<file path="src/rtl/core/pcx_rle_pkg.sv">
package pcx_rle_pkg;

   // sizing
   localparam int MAX_LINE_BYTES  = 4096;
   localparam int PALETTE_ENTRIES = 256;
   localparam int ADDR_W          = $clog2(MAX_LINE_BYTES);
   localparam int POS_W           = ADDR_W + 1;
   localparam int PAL_W           = $clog2(PALETTE_ENTRIES);
   localparam int PLANE_CAP_1     = MAX_LINE_BYTES;
   localparam int PLANE_CAP_3     = MAX_LINE_BYTES / 3;

   // field widths
   localparam int REQ_W      = 2;
   localparam int BYTE_W     = 8;
   localparam int X_W        = 15;
   localparam int RUN_W      = 6;
   localparam int MODE_W     = 2;
   localparam int BPL_W      = 13;
   localparam int STATUS_W   = 2;
   localparam int CSR_IDX_W  = 8;
   localparam int CSR_DATA_W = 13;
   localparam int COLOR_W    = 3 * BYTE_W;

   localparam logic [BYTE_W-1:0] RUN_MARK = 8'hc0;
   localparam logic [BYTE_W-1:0] WHITE    = 8'hff;

   localparam logic [CSR_IDX_W-1:0] REG_PIXEL_MODE     = 8'd0;
   localparam logic [CSR_IDX_W-1:0] REG_BYTES_PER_LINE = 8'd1;

   typedef enum logic [REQ_W-1:0] {
      REQ_PALETTE = 2'd0,
      REQ_BYTE    = 2'd1,
      REQ_READ    = 2'd2
   } req_kind_type;

   typedef enum logic [MODE_W-1:0] {
      MODE_MONO  = 2'd0,
      MODE_PAL4  = 2'd1,
      MODE_PAL8  = 2'd2,
      MODE_RGB24 = 2'd3
   } pixel_mode_type;

   typedef enum logic [STATUS_W-1:0] {
      ST_OK      = 2'd0,
      ST_BAD_RUN = 2'd1,
      ST_RANGE   = 2'd2
   } status_type;

   typedef enum logic [2:0] {
      S_IDLE,
      S_EXEC,
      S_RUN,
      S_RD_LINE,
      S_RD_G,
      S_RD_B,
      S_RD_PAL,
      S_RESP
   } state_type;

   typedef struct packed {
      logic       load;
      logic       exec;
      logic       run_step;
      logic [1:0] rd_plane;
      logic       cap_line;
      logic       cap_green;
      logic       cap_blue;
      logic       cap_pal;
   } dp_cmd_type;

   typedef struct packed {
      req_kind_type   req_kind;
      pixel_mode_type mode;
      logic           run_pending;
      logic           run_last;
      logic           range_err;
   } dp_stat_type;

endpackage

</file>
<file path="src/rtl/core/pcx_rle_ctrl.sv">
module pcx_rle_ctrl (
   input  logic                     clock,
   input  logic                     reset,
   input  logic                     req_valid,
   output logic                     req_ready,
   output logic                     rsp_valid,
   input  logic                     rsp_ready,
   input  pcx_rle_pkg::dp_stat_type stat,
   output pcx_rle_pkg::dp_cmd_type  cmd
);

   pcx_rle_pkg::state_type state_ff;
   pcx_rle_pkg::state_type state_in;

   always_ff @(posedge clock) begin
      if (reset) begin
         state_ff <= pcx_rle_pkg::S_IDLE;
      end else begin
         state_ff <= state_in;
      end
   end

   // next state
   always_comb begin
      state_in = state_ff;
      case (state_ff)
         pcx_rle_pkg::S_IDLE: begin
            if (req_valid) begin
               state_in = pcx_rle_pkg::S_EXEC;
            end
         end
         pcx_rle_pkg::S_EXEC: begin
            state_in = pcx_rle_pkg::S_RESP;
            if (stat.req_kind == pcx_rle_pkg::REQ_BYTE && stat.run_pending) begin
               state_in = pcx_rle_pkg::S_RUN;
            end else if (stat.req_kind == pcx_rle_pkg::REQ_READ && !stat.range_err) begin
               state_in = pcx_rle_pkg::S_RD_LINE;
            end
         end
         pcx_rle_pkg::S_RUN: begin
            if (stat.run_last) begin
               state_in = pcx_rle_pkg::S_RESP;
            end
         end
         pcx_rle_pkg::S_RD_LINE: begin
            case (stat.mode)
               pcx_rle_pkg::MODE_MONO:  state_in = pcx_rle_pkg::S_RESP;
               pcx_rle_pkg::MODE_RGB24: state_in = pcx_rle_pkg::S_RD_G;
               default:                 state_in = pcx_rle_pkg::S_RD_PAL;
            endcase
         end
         pcx_rle_pkg::S_RD_G:   state_in = pcx_rle_pkg::S_RD_B;
         pcx_rle_pkg::S_RD_B:   state_in = pcx_rle_pkg::S_RESP;
         pcx_rle_pkg::S_RD_PAL: state_in = pcx_rle_pkg::S_RESP;
         pcx_rle_pkg::S_RESP: begin
            if (rsp_ready) begin
               state_in = req_valid ? pcx_rle_pkg::S_EXEC : pcx_rle_pkg::S_IDLE;
            end
         end
         default: state_in = pcx_rle_pkg::S_IDLE;
      endcase
   end

   // outputs
   always_comb begin
      cmd       = '0;
      req_ready = 1'b0;
      rsp_valid = 1'b0;
      case (state_ff)
         pcx_rle_pkg::S_IDLE: begin
            req_ready = 1'b1;
            cmd.load  = req_valid;
         end
         pcx_rle_pkg::S_EXEC: begin
            cmd.exec     = 1'b1;
            cmd.rd_plane = 2'd0;
         end
         pcx_rle_pkg::S_RUN: begin
            cmd.run_step = 1'b1;
         end
         pcx_rle_pkg::S_RD_LINE: begin
            cmd.cap_line = 1'b1;
            cmd.rd_plane = 2'd1;
         end
         pcx_rle_pkg::S_RD_G: begin
            cmd.cap_green = 1'b1;
            cmd.rd_plane  = 2'd2;
         end
         pcx_rle_pkg::S_RD_B: begin
            cmd.cap_blue = 1'b1;
         end
         pcx_rle_pkg::S_RD_PAL: begin
            cmd.cap_pal = 1'b1;
         end
         pcx_rle_pkg::S_RESP: begin
            rsp_valid = 1'b1;
            req_ready = rsp_ready;
            cmd.load  = rsp_ready && req_valid;
         end
         default: begin
            cmd = '0;
         end
      endcase
   end

endmodule

</file>
<file path="config.mk">
export PLATFORM = sky130hd
export DESIGN_NAME = pcx_rle_ctrl
export DESIGN_NICKNAME = d
export VERILOG_FILES = /design/src/rtl/core/pcx_rle_pkg.sv /design/src/rtl/core/pcx_rle_ctrl.sv
export SDC_FILE = /design/constraint.sdc
export NUM_CORES = 1
export LEC_CHECK = 0
export CAP_MARGIN = 20
export CORE_AREA = 5 5 42 44
export CTS_BUF_LIST = sky130_fd_sc_hd__clkbuf_16
export CTS_CLUSTER_DIAMETER = 50
export CTS_CLUSTER_SIZE = 12
export DETAILED_ROUTE_END_ITERATION = 8
export DIE_AREA = 0 0 47 49
export DONT_BUFFER_PORTS = 1
export PLACE_DENSITY = 0.43
export SYNTH_ARGS = -nofsm -noshare
export SYNTH_HDL_FRONTEND = slang
export SYNTH_SLANG_ARGS = --single-unit
export TNS_END_PERCENT = 30
</file>
<file path="constraint.sdc">
create_clock -name clock -period 1.5 [get_ports clock]
set_clock_uncertainty 0.05 [all_clocks]
set_input_delay 0.225 -clock clock [delete_from_list [all_inputs] [get_ports clock]]
set_output_delay 0.225 -clock clock [all_outputs]
set_load 0.01 [all_outputs]
</file>
# Word level (Yosys, flattened, before mapping)
# Cells that the tools add are included.
totals:
  reg_bits: 3
  input_bits: 11
op_classes:
  n_eq_ne: 13
  mux: 18
  n_reduce_logical: 8
ops:
  columns: ["operator", "n"]
  rows:
  - ["$pmux W3 S7", 1]
  - ["$mux W3", 5]
  - ["$eq A3 B3 Y1 const B", 4]
  - ["$mux W1", 8]
  - ["$pmux W2 S2", 2]
  - ["$eq A3 B2 Y1 const B", 2]
  - ["$ne A2 B2 Y1 const B", 3]
  - ["$eq A2 B2 Y1 const B", 2]
  - ["$pmux W1 S2", 2]
  - ["$eq A3 B1 Y1 const B", 1]
  - ["$logic_and A1 B1 Y1", 3]
  - ["$logic_not A3 Y1", 1]
  - ["$reduce_and A3 Y1", 1]
  - ["$eq A2 B1 Y1 const B", 1]
  - ["$logic_not A2 Y1", 1]
  - ["$reduce_or A2 Y1", 1]
  - ["$logic_not A1 Y1", 1]

# Depth between registers and ports, before layout
logic_depth:
  depth_word: 5
  depth_mapped: 4
  ltp_nobuf: 3

# Least setup slack after synthesis
# No wires, ideal clock.
synth_path:
  path_type: "register to output"
  start: "reg state_ff[2]"
  end: "out cmd[5] (netlist name)"
  t_arrival_ns: 1.183
  path_slack_ns: 0.042
  path_stages_with_launch: 4
  path_buffers: 2
  cell_sequence: "dfxtp_1 > buf_4 > nor3b_1 > buf_4"
synth_rtl:
  columns: ["item", "line", "text"]
  rows:
  - ["from (decl)", "pcx_rle_ctrl.sv:12", "pcx_rle_pkg::state_type state_ff;"]
  - ["from (signal assigned)", "pcx_rle_ctrl.sv:17", "state_ff <= pcx_rle_pkg::S_IDLE;"]
  - ["from (signal assigned)", "pcx_rle_ctrl.sv:19", "state_ff <= state_in;"]
  - ["to (decl)", "pcx_rle_ctrl.sv:9", "output pcx_rle_pkg::dp_cmd_type cmd"]

==> flow_summary.rst <==
.. list-table::
   :header-rows: 1

   * - Metric
     - Value
   * - Total setup buffers inserted after CTS
     - 0
   * - Setup slack at placement
     - between 0.06 and 0.07 ns
   * - Startpoint class of the critical path
     - register
   * - Minimum setup slack in the final design
     - around 0.080 ns
   * - Maximum buffer depth of the clock tree
     - 2
   * - Worst setup EP type
     - output port
   * - Post-synthesis area per instance
     - 8.36 um^2
   * - Vias per cell
     - just under 5
   * - Placed Instance Area
     - about 390 um^2
   * - Worst reg2reg startpoint
     - state_ff[2]
   * - Total number of yosys warnings
     - 0
   * - Number of iterations in the first detailed-routing pass
     - 2
   * - Fmax achieved
     - ~0.70 GHz
   * - Synthesized netlist net count
     - between 50 and 60
   * - Number of pins with negative max-slew slack in the final report
     - 0
   * - Leak Pwr
     - between 0.15 and 0.2 nW
   * - Gate Count Post-Synth
     - 41
   * - Number of buffers added by the clock tree synthesis step
     - 3
   * - Run status
     - complete, no violations
   * - Cell Pwr Density
     - approximately 2200 nW/um^2
   * - CP Max Fanout
     - 13
   * - # diodes
     - 0
   * - Critical path launch point
     - state_ff[2]
   * - Ratio of cells with drive above 1 in the final layout
     - 0.449
   * - Largest registers in the final layout
     - state_ff: 3 flops
   * - Clock-pin slew of the registers on the worst-case setup and hold paths
     - roughly 0.030 ns
   * - CTS HTree Levels
     - 1
   * - Startpoint of the tightest hold check path
     - reset
   * - Setup Crit Path Kind
     - reg -> out
   * - Worst-case vdd ir drop
     - 0.694 mV
   * - Final routed wire length divided by cell count
     - between 10 and 15 um
   * - Unrepaired setup endpoints after global routing
     - no
   * - Post-synthesis sequential element count
     - 3
   * - Max_slew headroom
     - 0.800
   * - Post-route fraction of the period consumed by the critical path
     - 0.946
   * - GRT Overall Usage
     - 0.0844
   * - Clock tree from TritonCTS
     - yes
   * - Routed wire length
     - a little over 800 um
   * - Worst path required time
     - about 1.2 ns
   * - Fraction of synthesis flops using an asynchronous set or reset pin
     - 0
   * - CTS Root Buffer Type
     - sky130_fd_sc_hd__clkbuf_16
   * - Gr ovfl total
     - 0
   * - Count of distinct cell types in the synthesized netlist
     - 26
   * - Floorplan die area
     - 2300 um^2
   * - Type of the most critical hold path
     - in -> reg
   * - Final critical path time including I/O delays and setup
     - between 1 and 1.5 ns
   * - Area of the mapped netlist
     - roughly 340 um^2
   * - Row cnt
     - 14
   * - Antenna-violating nets left
     - 0
   * - Overall die height
     - 49 um
   * - Largest register by flop count
     - state_ff
   * - Worst hold slack after final layout
     - 0.0109 ns
   * - Skew-Pair Late Insertion Delay
     - 0.22 ns
   * - Vias in the first global route
     - roughly 340
   * - Predominant post-synthesis flop cell
     - sky130_fd_sc_hd__dfxtp_1
   * - WP data arrival
     - 1.14 ns
   * - Largest net degree at the start of global routing
     - 14
   * - Via count
     - roughly 320
   * - Horiz. Die Dim
     - around 47 um
   * - Max-Cap Viols
     - 0
   * - Post-synthesis sequential area ratio
     - 0.175
   * - Core region area
     - around 1400 um^2
   * - Final setup TNS
     - 0 ns
   * - Effective utilization at floorplan
     - 0.245
   * - Initial detailed-routing violation count
     - 3
   * - Number of top-level pins
     - 22
   * - Number of antenna violations at the first check in global routing
     - 0
   * - Count of flip-flops with a built-in enable after synthesis
     - 0
   * - Layout overhead on the synthesized area
     - 40.5%
   * - Remaining routing DRC violations
     - 0
   * - Number of flip-flops in the largest register
     - 3
   * - Area of all placed cells without fillers
     - 482 um^2
   * - Final Hold Vio Count
     - 0
   * - RePlAce Congestion
     - 0.717
   * - Final-stage net count
     - 61
   * - Endpoints failing setup
     - 0
   * - Wire length of the first global-routing pass
     - about 1400 um
   * - Number of port buffers
     - 0
   * - Final HPWL DP
     - between 600 and 700 um
   * - CTS sink count
     - 3
   * - Transition at the pin with the smallest max-transition slack
     - slightly below 0.3 ns
## kinds of logic after synthesis
family | share of synthesized area
buffers and inverters | 0.153
AOI/OAI and AO/OA | 0.288
DFF | 0.175
and+or+nand+nor | 0.383
## placed cells by master (no fill, tap or decap)
| master | count |
|---|---|
| sky130_fd_sc_hd__buf_4 | 9 |
| sky130_fd_sc_hd__inv_1 | 3 |
| sky130_fd_sc_hd__nand2_1 | 3 |
| sky130_fd_sc_hd__nor3b_1 | 3 |
| sky130_fd_sc_hd__nand2b_1 | 3 |
| sky130_fd_sc_hd__clkbuf_16 | 3 |
| sky130_fd_sc_hd__and3_1 | 2 |
| sky130_fd_sc_hd__a211oi_2 | 2 |
| sky130_fd_sc_hd__o21ai_1 | 2 |
| sky130_fd_sc_hd__dfxtp_2 | 2 |
| sky130_fd_sc_hd__nor2_1 | 1 |
| sky130_fd_sc_hd__nor3b_2 | 1 |
| sky130_fd_sc_hd__nand4_2 | 1 |
| sky130_fd_sc_hd__o31ai_4 | 1 |
| sky130_fd_sc_hd__and2_4 | 1 |
| sky130_fd_sc_hd__a21oi_1 | 1 |
| sky130_fd_sc_hd__or2_1 | 1 |
| sky130_fd_sc_hd__nor4_1 | 1 |
| sky130_fd_sc_hd__a311oi_1 | 1 |
| sky130_fd_sc_hd__nand3b_1 | 1 |
| sky130_fd_sc_hd__a221oi_2 | 1 |
| sky130_fd_sc_hd__nor2b_1 | 1 |
| sky130_fd_sc_hd__nor3_1 | 1 |
| sky130_fd_sc_hd__o21ai_0 | 1 |
| sky130_fd_sc_hd__a221oi_1 | 1 |
| sky130_fd_sc_hd__o311ai_1 | 1 |
| sky130_fd_sc_hd__dfxtp_4 | 1 |
## through the flow
step	cells	util	total power, mW
2_1_floorplan	41	-	0.513
3_3_place_gp	61	0.275	0.613
4_1_cts	65	0.335	1.05
5_1_grt	65	0.344	1.13
3_5_place_dp	61	0.275	0.611
6_report	65	0.344	1.06
## cell type report
cell class / count / area, um^2
repair buffers: 9 / 67.6
well taps: 16 / 20.0
multi-input cells: 31 / 241
flip-flops and latches: 3 / 66.3
clock inverters: 1 / 3.75
inverters: 2 / 7.51
fillers: 160 / 920
clock buffers: 3 / 75.1
## per-layer routing
metal,global-route usage,vias up,wire [um],part of all wire
met5,0,-,0,0
met4,0.0829,0,13,0.016
met3,0.0332,2,42,0.051
met2,0.0973,12,395,0.48
met1,0.110,136,375,0.45
li1,-,168,-,-
## report_power, final
part           internal, mW  switching (mW)  leakage [nW]
Combinational         0.237           0.200         0.131
Sequential            0.121          0.0897        0.0261
Clock                 0.344          0.0727        0.0423
Total                 0.702           0.362         0.199
## repair_timing
action,in CTS,in global routing
endpoints found under the setup margin,6,3
pin swaps,0,0
resized for setup,3,3
hold buffers,0,0
## synthesized netlist by cell type, drive strengths merged, types with 2 or more instances
cell type,n,area (um^2)
nand2b,3,18.8
o21ai,3,15.0
dfxtp,3,60.1
nor3b,4,35.0
and3,2,12.5
a221oi,2,23.8
inv,2,7.51
a211oi,2,25.0
buf,5,45.0
nand2,3,11.3
## worst paths after layout
kind	cells past startpoint	slack, ns	endpoint
setup / recovery	3	0.08	cmd[3]
hold reg to reg	2	0.57	state_ff[0]
hold / removal	1	0.01	state_ff[1]
setup reg to reg	4	0.19	state_ff[1]
## critical path: stages, from the launching register on
cell and delay (ns):
sky130_fd_sc_hd__dfxtp_2 0.39, sky130_fd_sc_hd__buf_4 0.18, sky130_fd_sc_hd__nor3b_1 0.19, sky130_fd_sc_hd__buf_4 0.17
(Power assumes the default switching activity.)
